File: config.mk
export PLATFORM = sky130hd
export DESIGN_NAME = sfla_ctrl
export DESIGN_NICKNAME = d
export VERILOG_FILES = /design/src/rtl/core/sfla_pkg.sv /design/src/rtl/core/sfla_ctrl.sv
export SDC_FILE = /design/constraint.sdc
export NUM_CORES = 1
export LEC_CHECK = 0
export ABC_AREA = 1
export ABC_CLOCK_PERIOD_IN_PS = 7000
export BUFFER_PORTS_ARGS = -buffer_cell sky130_fd_sc_hd__buf_2
export CAP_MARGIN = 5
export CELL_PAD_IN_SITES_DETAIL_PLACEMENT = 1
export CELL_PAD_IN_SITES_GLOBAL_PLACEMENT = 1
export CORE_MARGIN = 1.5
export CORE_UTILIZATION = 45
export CTS_CLUSTER_SIZE = 20
export DETAILED_ROUTE_END_ITERATION = 10
export PLACE_DENSITY = 0.82
export SLEW_MARGIN = 40
export SYNTH_ARGS = -nofsm -noshare
export SYNTH_HDL_FRONTEND = slang
export SYNTH_SLANG_ARGS = --single-unit
File: constraint.sdc
create_clock -name clk_i -period 7 [get_ports clk_i]
set_clock_uncertainty 0.1 [all_clocks]
set_input_delay 0.35 -clock clk_i [delete_from_list [all_inputs] [get_ports clk_i]]
set_output_delay 0.35 -clock clk_i [all_outputs]
set_load 0.02 [all_outputs]
File: src/rtl/core/sfla_pkg.sv
// ----------------------------------------------------------------------------
// sfla_pkg: shared types and constants
// Header layout, request/response items and fit policy codes for the
// sorted free list allocator.
// ----------------------------------------------------------------------------
package sfla_pkg;

  localparam int unsigned ARENA_BYTES  = 4096;
  localparam int unsigned HEADER_BYTES = 16;
  localparam int unsigned ADDR_W       = $clog2(ARENA_BYTES);
  localparam int unsigned SIZE_W       = 13;
  localparam int unsigned REQ_W        = 13;

  // Block header: next link, link valid, payload size
  typedef struct packed {
    logic [ADDR_W-1:0] next;
    logic              has_next;
    logic [SIZE_W-1:0] size;
  } hdr_t;

  typedef struct packed {
    logic              operation;
    logic [REQ_W-1:0]  request_bytes;
    logic [ADDR_W-1:0] free_offset;
  } req_t;

  typedef struct packed {
    logic              status;
    logic [ADDR_W-1:0] payload_offset;
  } rsp_t;

  // Header memory access from the controller
  typedef struct packed {
    logic              we;
    logic [ADDR_W-1:0] waddr;
    hdr_t              wdata;
    logic [ADDR_W-1:0] raddr;
  } mem_req_t;

  typedef enum logic [1:0] {
    POL_FIRST = 2'd0,
    POL_BEST  = 2'd1,
    POL_WORST = 2'd2,
    POL_RSVD  = 2'd3
  } fit_pol_e;

  localparam logic OP_ALLOC = 1'b0;
  localparam logic OP_FREE  = 1'b1;

  localparam logic ST_OK    = 1'b0;
  localparam logic ST_NOFIT = 1'b1;

endpackage

File: src/rtl/core/sfla_ctrl.sv
// ----------------------------------------------------------------------------
// sfla_ctrl: allocator sequencer
// Clears the header store after reset, walks the free list one header per
// read, then commits up to three header writes and the list head.
// ----------------------------------------------------------------------------
module sfla_ctrl (
  input  logic               clk_i,
  input  logic               rst_ni,
  input  logic               start,
  output logic               busy,
  input  sfla_pkg::req_t     req_i,
  input  logic [1:0]         fit_policy_i,
  output logic               result_valid_o,
  output sfla_pkg::rsp_t     rsp_o,
  output sfla_pkg::mem_req_t mem_req_o,
  input  sfla_pkg::hdr_t     mem_rdata_i
);
  import sfla_pkg::*;

  typedef enum logic [10:0] {
    S_CLEAR = 11'b00000000001,
    S_IDLE  = 11'b00000000010,
    S_A_RD  = 11'b00000000100,
    S_A_EV  = 11'b00000001000,
    S_A_FIN = 11'b00000010000,
    S_F_RD  = 11'b00000100000,
    S_F_EV  = 11'b00001000000,
    S_F_RDB = 11'b00010000000,
    S_F_EVB = 11'b00100000000,
    S_WR    = 11'b01000000000,
    S_DONE  = 11'b10000000000
  } state_e;

  localparam logic [ADDR_W-1:0] HDR_A    = ADDR_W'(HEADER_BYTES);
  localparam logic [SIZE_W-1:0] HDR_S    = SIZE_W'(HEADER_BYTES);
  localparam logic [SIZE_W-1:0] INIT_SZ  = SIZE_W'(ARENA_BYTES - HEADER_BYTES);
  // a list walk follows at most one link per arena byte
  localparam logic [ADDR_W:0]   WALK_MAX = (ADDR_W+1)'(ARENA_BYTES);

  state_e state_q, state_d;

  logic [ADDR_W-1:0] clr_q, clr_d;
  logic [ADDR_W-1:0] head_q, head_d;
  logic              head_v_q, head_v_d;

  // walk state
  logic [ADDR_W-1:0] cur_q, cur_d, prev_q, prev_d;
  logic              has_cur_q, has_cur_d, has_prev_q, has_prev_d;
  logic [SIZE_W-1:0] prev_size_q, prev_size_d;
  logic [ADDR_W:0]   steps_q, steps_d;
  // captured item
  logic              op_q, op_d;
  logic [REQ_W-1:0]  rbytes_q, rbytes_d;
  logic [ADDR_W-1:0] blk_q, blk_d;
  // selected block (alloc) / stop header (free)
  logic              found_q, found_d;
  logic [ADDR_W-1:0] sel_q, sel_d, sel_prev_q, sel_prev_d, sel_next_q, sel_next_d;
  logic              sel_hn_q, sel_hn_d, sel_has_prev_q, sel_has_prev_d;
  logic [SIZE_W-1:0] sel_size_q, sel_size_d, sel_prev_size_q, sel_prev_size_d;

  // pending header writes
  logic [2:0]        wen_q, wen_d;
  logic [ADDR_W-1:0] wad_q [3];
  logic [ADDR_W-1:0] wad_d [3];
  hdr_t              wdt_q [3];
  hdr_t              wdt_d [3];
  logic [1:0]        wi_q, wi_d;

  rsp_t rsp_q, rsp_d;

  // alloc decode
  logic              fits, better, take_first, split;
  logic [13:0]       rem_w;
  logic [13:0]       need_w;
  logic [SIZE_W-1:0] rem_size, relink_size;
  // free decode
  logic [13:0]       bend_w, pend_w;
  logic              adjc, adjp;
  logic [SIZE_W-1:0] bsize_n;
  logic [ADDR_W-1:0] bnext_n;
  logic              bhn_n;

  assign take_first = (fit_policy_i != POL_BEST) && (fit_policy_i != POL_WORST);
  assign fits       = mem_rdata_i.size >= rbytes_q;
  assign better     = !found_q || take_first
                    || (fit_policy_i == POL_BEST  && mem_rdata_i.size < sel_size_q)
                    || (fit_policy_i == POL_WORST && mem_rdata_i.size > sel_size_q);
  assign rem_w      = 14'(sel_q) + 14'(HEADER_BYTES) + 14'(rbytes_q);
  assign need_w     = 14'(rbytes_q) + 14'(HEADER_BYTES + 1);
  assign split      = (14'(sel_size_q) >= need_w) && (rem_w[13:ADDR_W] == '0);
  assign rem_size   = SIZE_W'(sel_size_q - SIZE_W'(rbytes_q) - HDR_S);
  // predecessor keeps its size unless it is a header rewritten by the split
  assign relink_size = (split && sel_prev_q == sel_q) ? SIZE_W'(rbytes_q)
                     : (split && sel_prev_q == rem_w[ADDR_W-1:0]) ? rem_size
                     : sel_prev_size_q;

  // free merge terms, block header in mem_rdata_i during S_F_EVB
  assign bend_w  = 14'(blk_q) + 14'(HEADER_BYTES) + 14'(mem_rdata_i.size);
  assign adjc    = has_cur_q && (bend_w == 14'(sel_q));
  assign bsize_n = adjc ? SIZE_W'(mem_rdata_i.size + HDR_S + sel_size_q)
                        : mem_rdata_i.size;
  assign bnext_n = adjc ? sel_next_q : sel_q;
  assign bhn_n   = adjc ? sel_hn_q : has_cur_q;
  assign pend_w  = 14'(prev_q) + 14'(HEADER_BYTES) + 14'(prev_size_q);
  assign adjp    = has_prev_q && (pend_w == 14'(blk_q));

  always_comb begin
    state_d         = state_q;
    clr_d           = clr_q;
    head_d          = head_q;
    head_v_d        = head_v_q;
    cur_d           = cur_q;
    prev_d          = prev_q;
    has_cur_d       = has_cur_q;
    has_prev_d      = has_prev_q;
    prev_size_d     = prev_size_q;
    steps_d         = steps_q;
    op_d            = op_q;
    rbytes_d        = rbytes_q;
    blk_d           = blk_q;
    found_d         = found_q;
    sel_d           = sel_q;
    sel_prev_d      = sel_prev_q;
    sel_next_d      = sel_next_q;
    sel_hn_d        = sel_hn_q;
    sel_has_prev_d  = sel_has_prev_q;
    sel_size_d      = sel_size_q;
    sel_prev_size_d = sel_prev_size_q;
    wen_d           = wen_q;
    wad_d           = wad_q;
    wdt_d           = wdt_q;
    wi_d            = wi_q;
    rsp_d           = rsp_q;
    mem_req_o       = '0;

    case (state_q)
      // initialize header store, one entry per cycle
      S_CLEAR: begin
        mem_req_o.we    = 1'b1;
        mem_req_o.waddr = clr_q;
        if (clr_q == '0) begin
          mem_req_o.wdata.size = INIT_SZ;
        end
        clr_d = clr_q + 1'b1;
        if (clr_q == '1) begin
          state_d = S_IDLE;
        end
      end
      S_IDLE: begin
        if (start) begin
          op_d       = req_i.operation;
          rbytes_d   = req_i.request_bytes;
          blk_d      = req_i.free_offset - HDR_A;
          cur_d      = head_q;
          has_cur_d  = head_v_q;
          has_prev_d = 1'b0;
          steps_d    = '0;
          found_d    = 1'b0;
          wen_d      = '0;
          wi_d       = '0;
          rsp_d      = '0;
          if (req_i.operation == OP_ALLOC) begin
            state_d = S_A_RD;
          end else if (req_i.free_offset < HDR_A) begin
            state_d = S_DONE;
          end else begin
            state_d = S_F_RD;
          end
        end
      end
      // allocate: walk whole list (first fit stops early)
      S_A_RD: begin
        mem_req_o.raddr = cur_q;
        state_d = (has_cur_q && steps_q != WALK_MAX) ? S_A_EV : S_A_FIN;
      end
      S_A_EV: begin
        state_d = S_A_RD;
        steps_d = steps_q + 1'b1;
        if (fits && better) begin
          found_d         = 1'b1;
          sel_d           = cur_q;
          sel_size_d      = mem_rdata_i.size;
          sel_next_d      = mem_rdata_i.next;
          sel_hn_d        = mem_rdata_i.has_next;
          sel_prev_d      = prev_q;
          sel_has_prev_d  = has_prev_q;
          sel_prev_size_d = prev_size_q;
          if (take_first) begin
            state_d = S_A_FIN;
          end
        end
        prev_d      = cur_q;
        prev_size_d = mem_rdata_i.size;
        has_prev_d  = 1'b1;
        cur_d       = mem_rdata_i.next;
        has_cur_d   = mem_rdata_i.has_next;
      end
      S_A_FIN: begin
        if (!found_q) begin
          rsp_d.status = ST_NOFIT;
          state_d      = S_DONE;
        end else begin
          rsp_d.status         = ST_OK;
          rsp_d.payload_offset = sel_q + HDR_A;
          // remainder header, then trimmed block
          wen_d[0]          = split;
          wad_d[0]          = rem_w[ADDR_W-1:0];
          wdt_d[0].next     = sel_next_q;
          wdt_d[0].has_next = sel_hn_q;
          wdt_d[0].size     = rem_size;
          wen_d[1]          = split;
          wad_d[1]          = sel_q;
          wdt_d[1].next     = '0;
          wdt_d[1].has_next = 1'b0;
          wdt_d[1].size     = SIZE_W'(rbytes_q);
          // relink predecessor or head
          wen_d[2]          = sel_has_prev_q;
          wad_d[2]          = sel_prev_q;
          wdt_d[2].next     = split ? rem_w[ADDR_W-1:0] : sel_next_q;
          wdt_d[2].has_next = split ? 1'b1 : sel_hn_q;
          wdt_d[2].size     = relink_size;
          if (!sel_has_prev_q) begin
            head_d   = wdt_d[2].next;
            head_v_d = wdt_d[2].has_next;
          end
          state_d = S_WR;
        end
      end
      // free: walk to first block at or above the freed one
      S_F_RD: begin
        mem_req_o.raddr = cur_q;
        state_d = has_cur_q ? S_F_EV : S_F_RDB;
      end
      S_F_EV: begin
        if (cur_q < blk_q && steps_q != WALK_MAX) begin
          prev_d      = cur_q;
          prev_size_d = mem_rdata_i.size;
          has_prev_d  = 1'b1;
          cur_d       = mem_rdata_i.next;
          has_cur_d   = mem_rdata_i.has_next;
          steps_d     = steps_q + 1'b1;
          state_d     = S_F_RD;
        end else begin
          sel_d      = cur_q;
          sel_size_d = mem_rdata_i.size;
          sel_next_d = mem_rdata_i.next;
          sel_hn_d   = mem_rdata_i.has_next;
          state_d    = (cur_q == blk_q) ? S_DONE : S_F_RDB;
        end
      end
      S_F_RDB: begin
        mem_req_o.raddr = blk_q;
        if (!has_cur_q) begin
          sel_d = cur_q;
        end
        state_d = S_F_EVB;
      end
      S_F_EVB: begin
        wen_d[0]          = 1'b1;
        wad_d[0]          = blk_q;
        wdt_d[0].next     = bnext_n;
        wdt_d[0].has_next = bhn_n;
        wdt_d[0].size     = bsize_n;
        wen_d[1]          = has_prev_q;
        wad_d[1]          = prev_q;
        wdt_d[1].next     = adjp ? bnext_n : blk_q;
        wdt_d[1].has_next = adjp ? bhn_n : 1'b1;
        wdt_d[1].size     = adjp ? SIZE_W'(prev_size_q + HDR_S + bsize_n) : prev_size_q;
        if (!has_prev_q) begin
          head_d   = blk_q;
          head_v_d = 1'b1;
        end
        state_d = S_WR;
      end
      // commit pending writes in order
      S_WR: begin
        mem_req_o.we    = wen_q[wi_q];
        mem_req_o.waddr = wad_q[wi_q];
        mem_req_o.wdata = wdt_q[wi_q];
        wi_d = wi_q + 1'b1;
        if (wi_q == 2'd2) begin
          state_d = S_DONE;
        end
      end
      S_DONE: begin
        state_d = S_IDLE;
      end
      default: begin
        state_d = S_IDLE;
      end
    endcase
  end

  always_ff @(posedge clk_i or negedge rst_ni) begin
    if (!rst_ni) begin
      state_q  <= S_CLEAR;
      clr_q    <= '0;
      head_q   <= '0;
      head_v_q <= 1'b1;
    end else begin
      state_q  <= state_d;
      clr_q    <= clr_d;
      head_q   <= head_d;
      head_v_q <= head_v_d;
    end
  end

  // datapath registers
  always_ff @(posedge clk_i) begin
    cur_q           <= cur_d;
    prev_q          <= prev_d;
    has_cur_q       <= has_cur_d;
    has_prev_q      <= has_prev_d;
    prev_size_q     <= prev_size_d;
    steps_q         <= steps_d;
    op_q            <= op_d;
    rbytes_q        <= rbytes_d;
    blk_q           <= blk_d;
    found_q         <= found_d;
    sel_q           <= sel_d;
    sel_prev_q      <= sel_prev_d;
    sel_next_q      <= sel_next_d;
    sel_hn_q        <= sel_hn_d;
    sel_has_prev_q  <= sel_has_prev_d;
    sel_size_q      <= sel_size_d;
    sel_prev_size_q <= sel_prev_size_d;
    wen_q           <= wen_d;
    wad_q           <= wad_d;
    wdt_q           <= wdt_d;
    wi_q            <= wi_d;
    rsp_q           <= (op_d == OP_FREE) ? rsp_t'('0) : rsp_d;
  end

  assign busy           = (state_q != S_IDLE);
  assign result_valid_o = (state_q == S_DONE);
  assign rsp_o          = rsp_q;

endmodule

# Yosys cells after proc, flatten, opt, wreduce, memory -nomap -nowiden
# Cells that the tools add are included.
# Widths: inputs -> output; s select.
[word_totals] output_inout_bits=66 regBits=311 inputBits=57
[op_classes] n_lt_le_gt_ge=8 n_reduce_logical=41 n_eq_ne=34 add_sub_neg=18 n_mux=90 n_bitwise=1
[op_table] operator="$mux 12" count=18
[op_table] operator="$mux 13" count=10
[op_table] operator="$pmux 13 s2" count=5
[op_table] operator="$pmux 11 s10" count=1
[op_table] operator="$pmux 52 s2" count=1
[op_table] operator="$pmux 12 s2" count=4
[op_table] operator="$mux 11" count=8
[op_table] operator="$mux 78" count=1
[op_table] operator="$pmux 12 s3" count=2
[op_table] operator="$bmux 26 s2" count=1
[op_table] operator="$mux 26" count=2
[op_table] operator="$pmux 24 s2" count=1
[op_table] operator="$add 13x13->14" count=3
[op_table] operator="$add 12x5->13 const B" count=3
[op_table] operator="$pmux 13 s3" count=1
[op_table] operator="$eq 12x12->1" count=3
[op_table] operator="$mux 36" count=1
[op_table] operator="$eq 14x12->1" count=2
[op_table] operator="$add 13x13->13" count=2
[op_table] operator="$add 13x5->13 const B" count=2
[op_table] operator="$bmux 12 s2" count=1
[op_table] operator="$ne 2x2->1 const B" count=11
[op_table] operator="$reduce_and 3->1" count=6
[op_table] operator="$mux 1" count=17
[op_table] operator="53 further kinds" count=86

# Longest topological paths before layout
[logic_depth] ltp_word=9 ltp_mapped=33 mapped_depth_nobuf=31

# Worst setup path after synthesis
# OpenSTA, ideal clock, no wires.
[synth_path] kind="reg2reg" startpoint="register state_q[3]" endpoint="register wad_q[12] (netlist name), enable pin" required_ns=6.463 t_arrival_ns=4.524 stages_incl_launch_ff=10 slack_ns=1.939 period_less_slack_ns=5.061 n_path_buf=0 path_cell_list="dfrtp_1 nor2_2 inv_2 nor2_2 inv_2 nor2_4 nand2_2 nor2_1 inv_1 nand2_1"
[synth_between] elab_chain_len=3 word_cells_on_any_way=5 classes_between="eq/ne: 3; reduce/logical: 2"
[synth_rtl] element="start, declared" line="sfla_ctrl.sv:40" rtl="state_e state_q, state_d;"
[synth_rtl] element="start signal, assigned" line="sfla_ctrl.sv:301" rtl="state_q <= state_d;"
[synth_rtl] element="$eq 11x5->1 or $eq 11x9->1 (tied branches)" line="sfla_ctrl.sv:136" rtl="case (state_q)"
[synth_rtl] element="$ne 2x2->1 (no source line) or $reduce_bool 2->1 (tied branches)"
[synth_rtl] element="$reduce_and 2->1 (no source line) (*)"
[synth_rtl] element="end signal, assigned" line="sfla_ctrl.sv:328" rtl="wad_q <= wad_d;"
[synth_rtl] element="end, declared" line="sfla_ctrl.sv:63" rtl="logic [ADDR_W-1:0] wad_q [3];"
# Every way passes the cells marked *; elsewhere a longest branch is shown, timed or not.
# A chain may end at the register's enable or synchronous reset.

==> reports/metrics.cfg <==
[floorplan]
die_width_um=218
rows=78
chipHeight_um=218
die-area_mm2=0.0477
initial_core_util_pct=45.8
io_pins=123
design.core.area_mm2=0.0456

[worst_setup_path]
critPathSlowestCell=dlygate4sd3_1
rr_worst_depth=30
cp_num_buf_inv=5
crit_type=in2reg
crit_path_start_kind=input port
cp.required_ns=7.22
cp_max_fo=28
critPathMaxStageDelay_ns=0.53
end_kind=register
worst-r2r-setup-slack_ns=0.99
arrival_ns=6.27
cp_top_family=adder cells
r2r-start=blk_q[0]
rr_endpoint=wdt_q[37]
cp_common_cell=nand2_1

[clocking]
numCtsBuffers=37
htreeDepth=2
clock_sinks=311
cts_setup_buffers=0
cts_tree=yes
clockRootBuffer=clkbuf_16
clk_pin_slew_ns=0.06
clock_latency_ns=0.58
cts_buffer_depth=3

[synthesis]
syn_avg_cell_area_um2=8.68
synth_edf_count=261
yosysTopAreaCellShare_pct=37.6
ys_types=66
synth_flop_cell=edfxtp_1
yosys.area_share.adder_pct=12.7
synth_cells=2405
synth-seq-cells=311
synth_top_family_by_area=simple AND/OR/NAND/NOR gates
ys_warn_count=0
synth_area_leaders=edfxtp_1, ha_1, nand2_1
syn_nets=2670
netlist_area_mm2=0.0209
ys_seq_area_share_pct=43.2
synthMuxAreaShare_pct=0
async_reset_ff_share_pct=11.6
synth-xor-area-share_pct=4.25
netlist.top_cell.by_area=edfxtp_1
yosys.area_share.simple_pct=20.6
synth_compound_area_share_pct=11.9

[detailed_routing]
vias=18900
dr.pass1.iters=6
drtIter0Drc=1835
drcViolationCount=0
via_per_inst=5.90
routedWlPerCell_um=25.2
drt_wl_total_mm=80.6
ant_nets=0

[placement]
dpl.cell_count=3085
dpl.hpwl_mm=59.8
place_congestion=0.955
io_buffers=122

[run_status]
outcome=complete, no violations

[global_routing]
grt_first_pass_wirelength_mm=120
first_global_vias=19200
grt_overflow=0
grtUsageTotal_pct=33.8
antenna_found_initial=3
grt_max_degree=78

[sta]
worstMarginPinSlew_ns=0.866
final-max-slew-violation-count=0
final_hold_viol_count=0
min_period_ns=6.05
rsz0062_at_grt=false
setup_violations=0
slew_headroom_pct=42.3
tns_ns=0
period_share_pct=86.4
fmax_mhz=165

[finish]
layout_commonest_cell=nand2_1
stdcell_count=3193
layout-drive-gt1-share_pct=11.5
final_util_pct=52.3
area_growth_pct=14.3
nets=2828
final_cell_mix=nand2_1, inv_1, edfxtp_1

[power_and_ir_drop]
ir_drop_uv=214
p_total_mw=8.19
p_leak_nw=10.9
p_per_area_mw_per_mm2=344

[worst_hold_path]
hold_depth=2
hold_end=blk_q[9]
hp-start=req_i[9]
hp-class=in2reg

[run]
maxCapViolCount=0

-- worst reg2reg max path: cells and delay by family, from the launching register on --
family | cells | cell delay (ns)
AOI/OAI and AO/OA | 7 | 1.11
adders and majority gates | 6 | 1.70
xor gates and xnor gates | 1 | 0.15
buffers and inverters | 3 | 0.64
DFF | 1 | 0.54
and+or+nand+nor | 13 | 1.52
-- metal layers --
layer  part of all wire [%]  routed length (um)  global-route usage [%]  up-vias
li1                       -                   -                       -     8453
met1                     41               32700                    44.8     9255
met2                     45               36300                    53.9      938
met3                    9.7                7860                    6.46      203
met4                    4.6                3690                    14.8        2
met5                  0.016                  13                       0        -
-- area by class of cell --
type	instances	area [um^2]
clock inverters	20	263
fillers	5373	21700
clock buffers	48	1050
diodes	1	2.50
repair buffers	183	1210
inverters	316	1190
flip-flops and latches	311	9020
multi-input cells	1714	10400
well taps	600	751
-- registers in the layout, summed over array words and instances, names as in the netlist, 13 cells and up --
register	cells
wdt_q	78
wad_q	36
prev_size_q	13
rbytes_q	13
rsp_o	13
sel_prev_size_q	13
sel_size_q	13
steps_q	13
-- report_power, final --
group | switching, mW | leakage [nW] | internal, mW
registers | 0.311 | 2.99 | 2.41
clock network | 0.876 | 0.636 | 1.25
logic | 2.31 | 7.26 | 1.04
-- metrics by stage --
stage	hold WS [ns]	worst slack, ns	cell area (um^2)
after floorplan	-0.0456	1.94	20900
after global placement	0.333	1.21	22100
after detailed placement	0.281	0.988	22200
after CTS	0.00161	1.01	23800
after global routing	0.00895	0.469	23900
final	0.0118	0.954	23900
-- repair_timing --
item / 4_1_cts / 5_1_grt
endpoints found under the hold margin: 80 / 0
gates resized for setup: 0 / 0
hold buffers: 38 / 0
-- how the worst max path moves through the flow --
| stage | depth (start not counted) | startpoint | slack (ns) | end |
|---|---|---|---|---|
| final | 32 | mem_rdata_i[1] | 0.95 | wdt_q[37] |
| after detailed placement | 31 | mem_rdata_i[1] | 0.99 | wdt_q[37] |
| after CTS | 32 | mem_rdata_i[1] | 1.01 | wdt_q[37] |
| after global routing | 32 | mem_rdata_i[1] | 0.47 | wdt_q[37] |
| after global placement | 31 | mem_rdata_i[1] | 1.21 | wdt_q[37] |
| after floorplan | 9 | state_q[3] | 1.94 | wad_q[12] |
-- Yosys cell counts, drive strengths merged (2+ instances only) --
master	n
nand2	530
inv	315
edfxtp	261
nor2	225
ha	202
o21ai	190
nand3	139
a21oi	110
xor2	68
nor3	36
clkbuf	35
dfrtp	34
nand4	32
buf	29
xnor2	29
o21a	24
o211ai	21
a2bb2oi	18
dfxtp	14
nor4	11
o22ai	11
a22oi	10
nand3b	10
a21o	6
fa	6
a22o	4
nor3b	4
o21bai	4
or2	4
a211oi	3
a31oi	3
a21boi	2
and2	2
dfstp	2
-- kinds of logic (layout without fill, tap and decap cells) --
family / count (synthesis) / in the layout
AND/OR/NAND/NOR: 995 / 995
other: 0 / 1
adder cells (fa/ha/maj): 208 / 208
XOR/XNOR: 97 / 97
AO/OA/AOI/OAI: 414 / 414
flip-flops: 311 / 311
buffers and inverters: 380 / 567
Power figures use the tool's default switching activity.
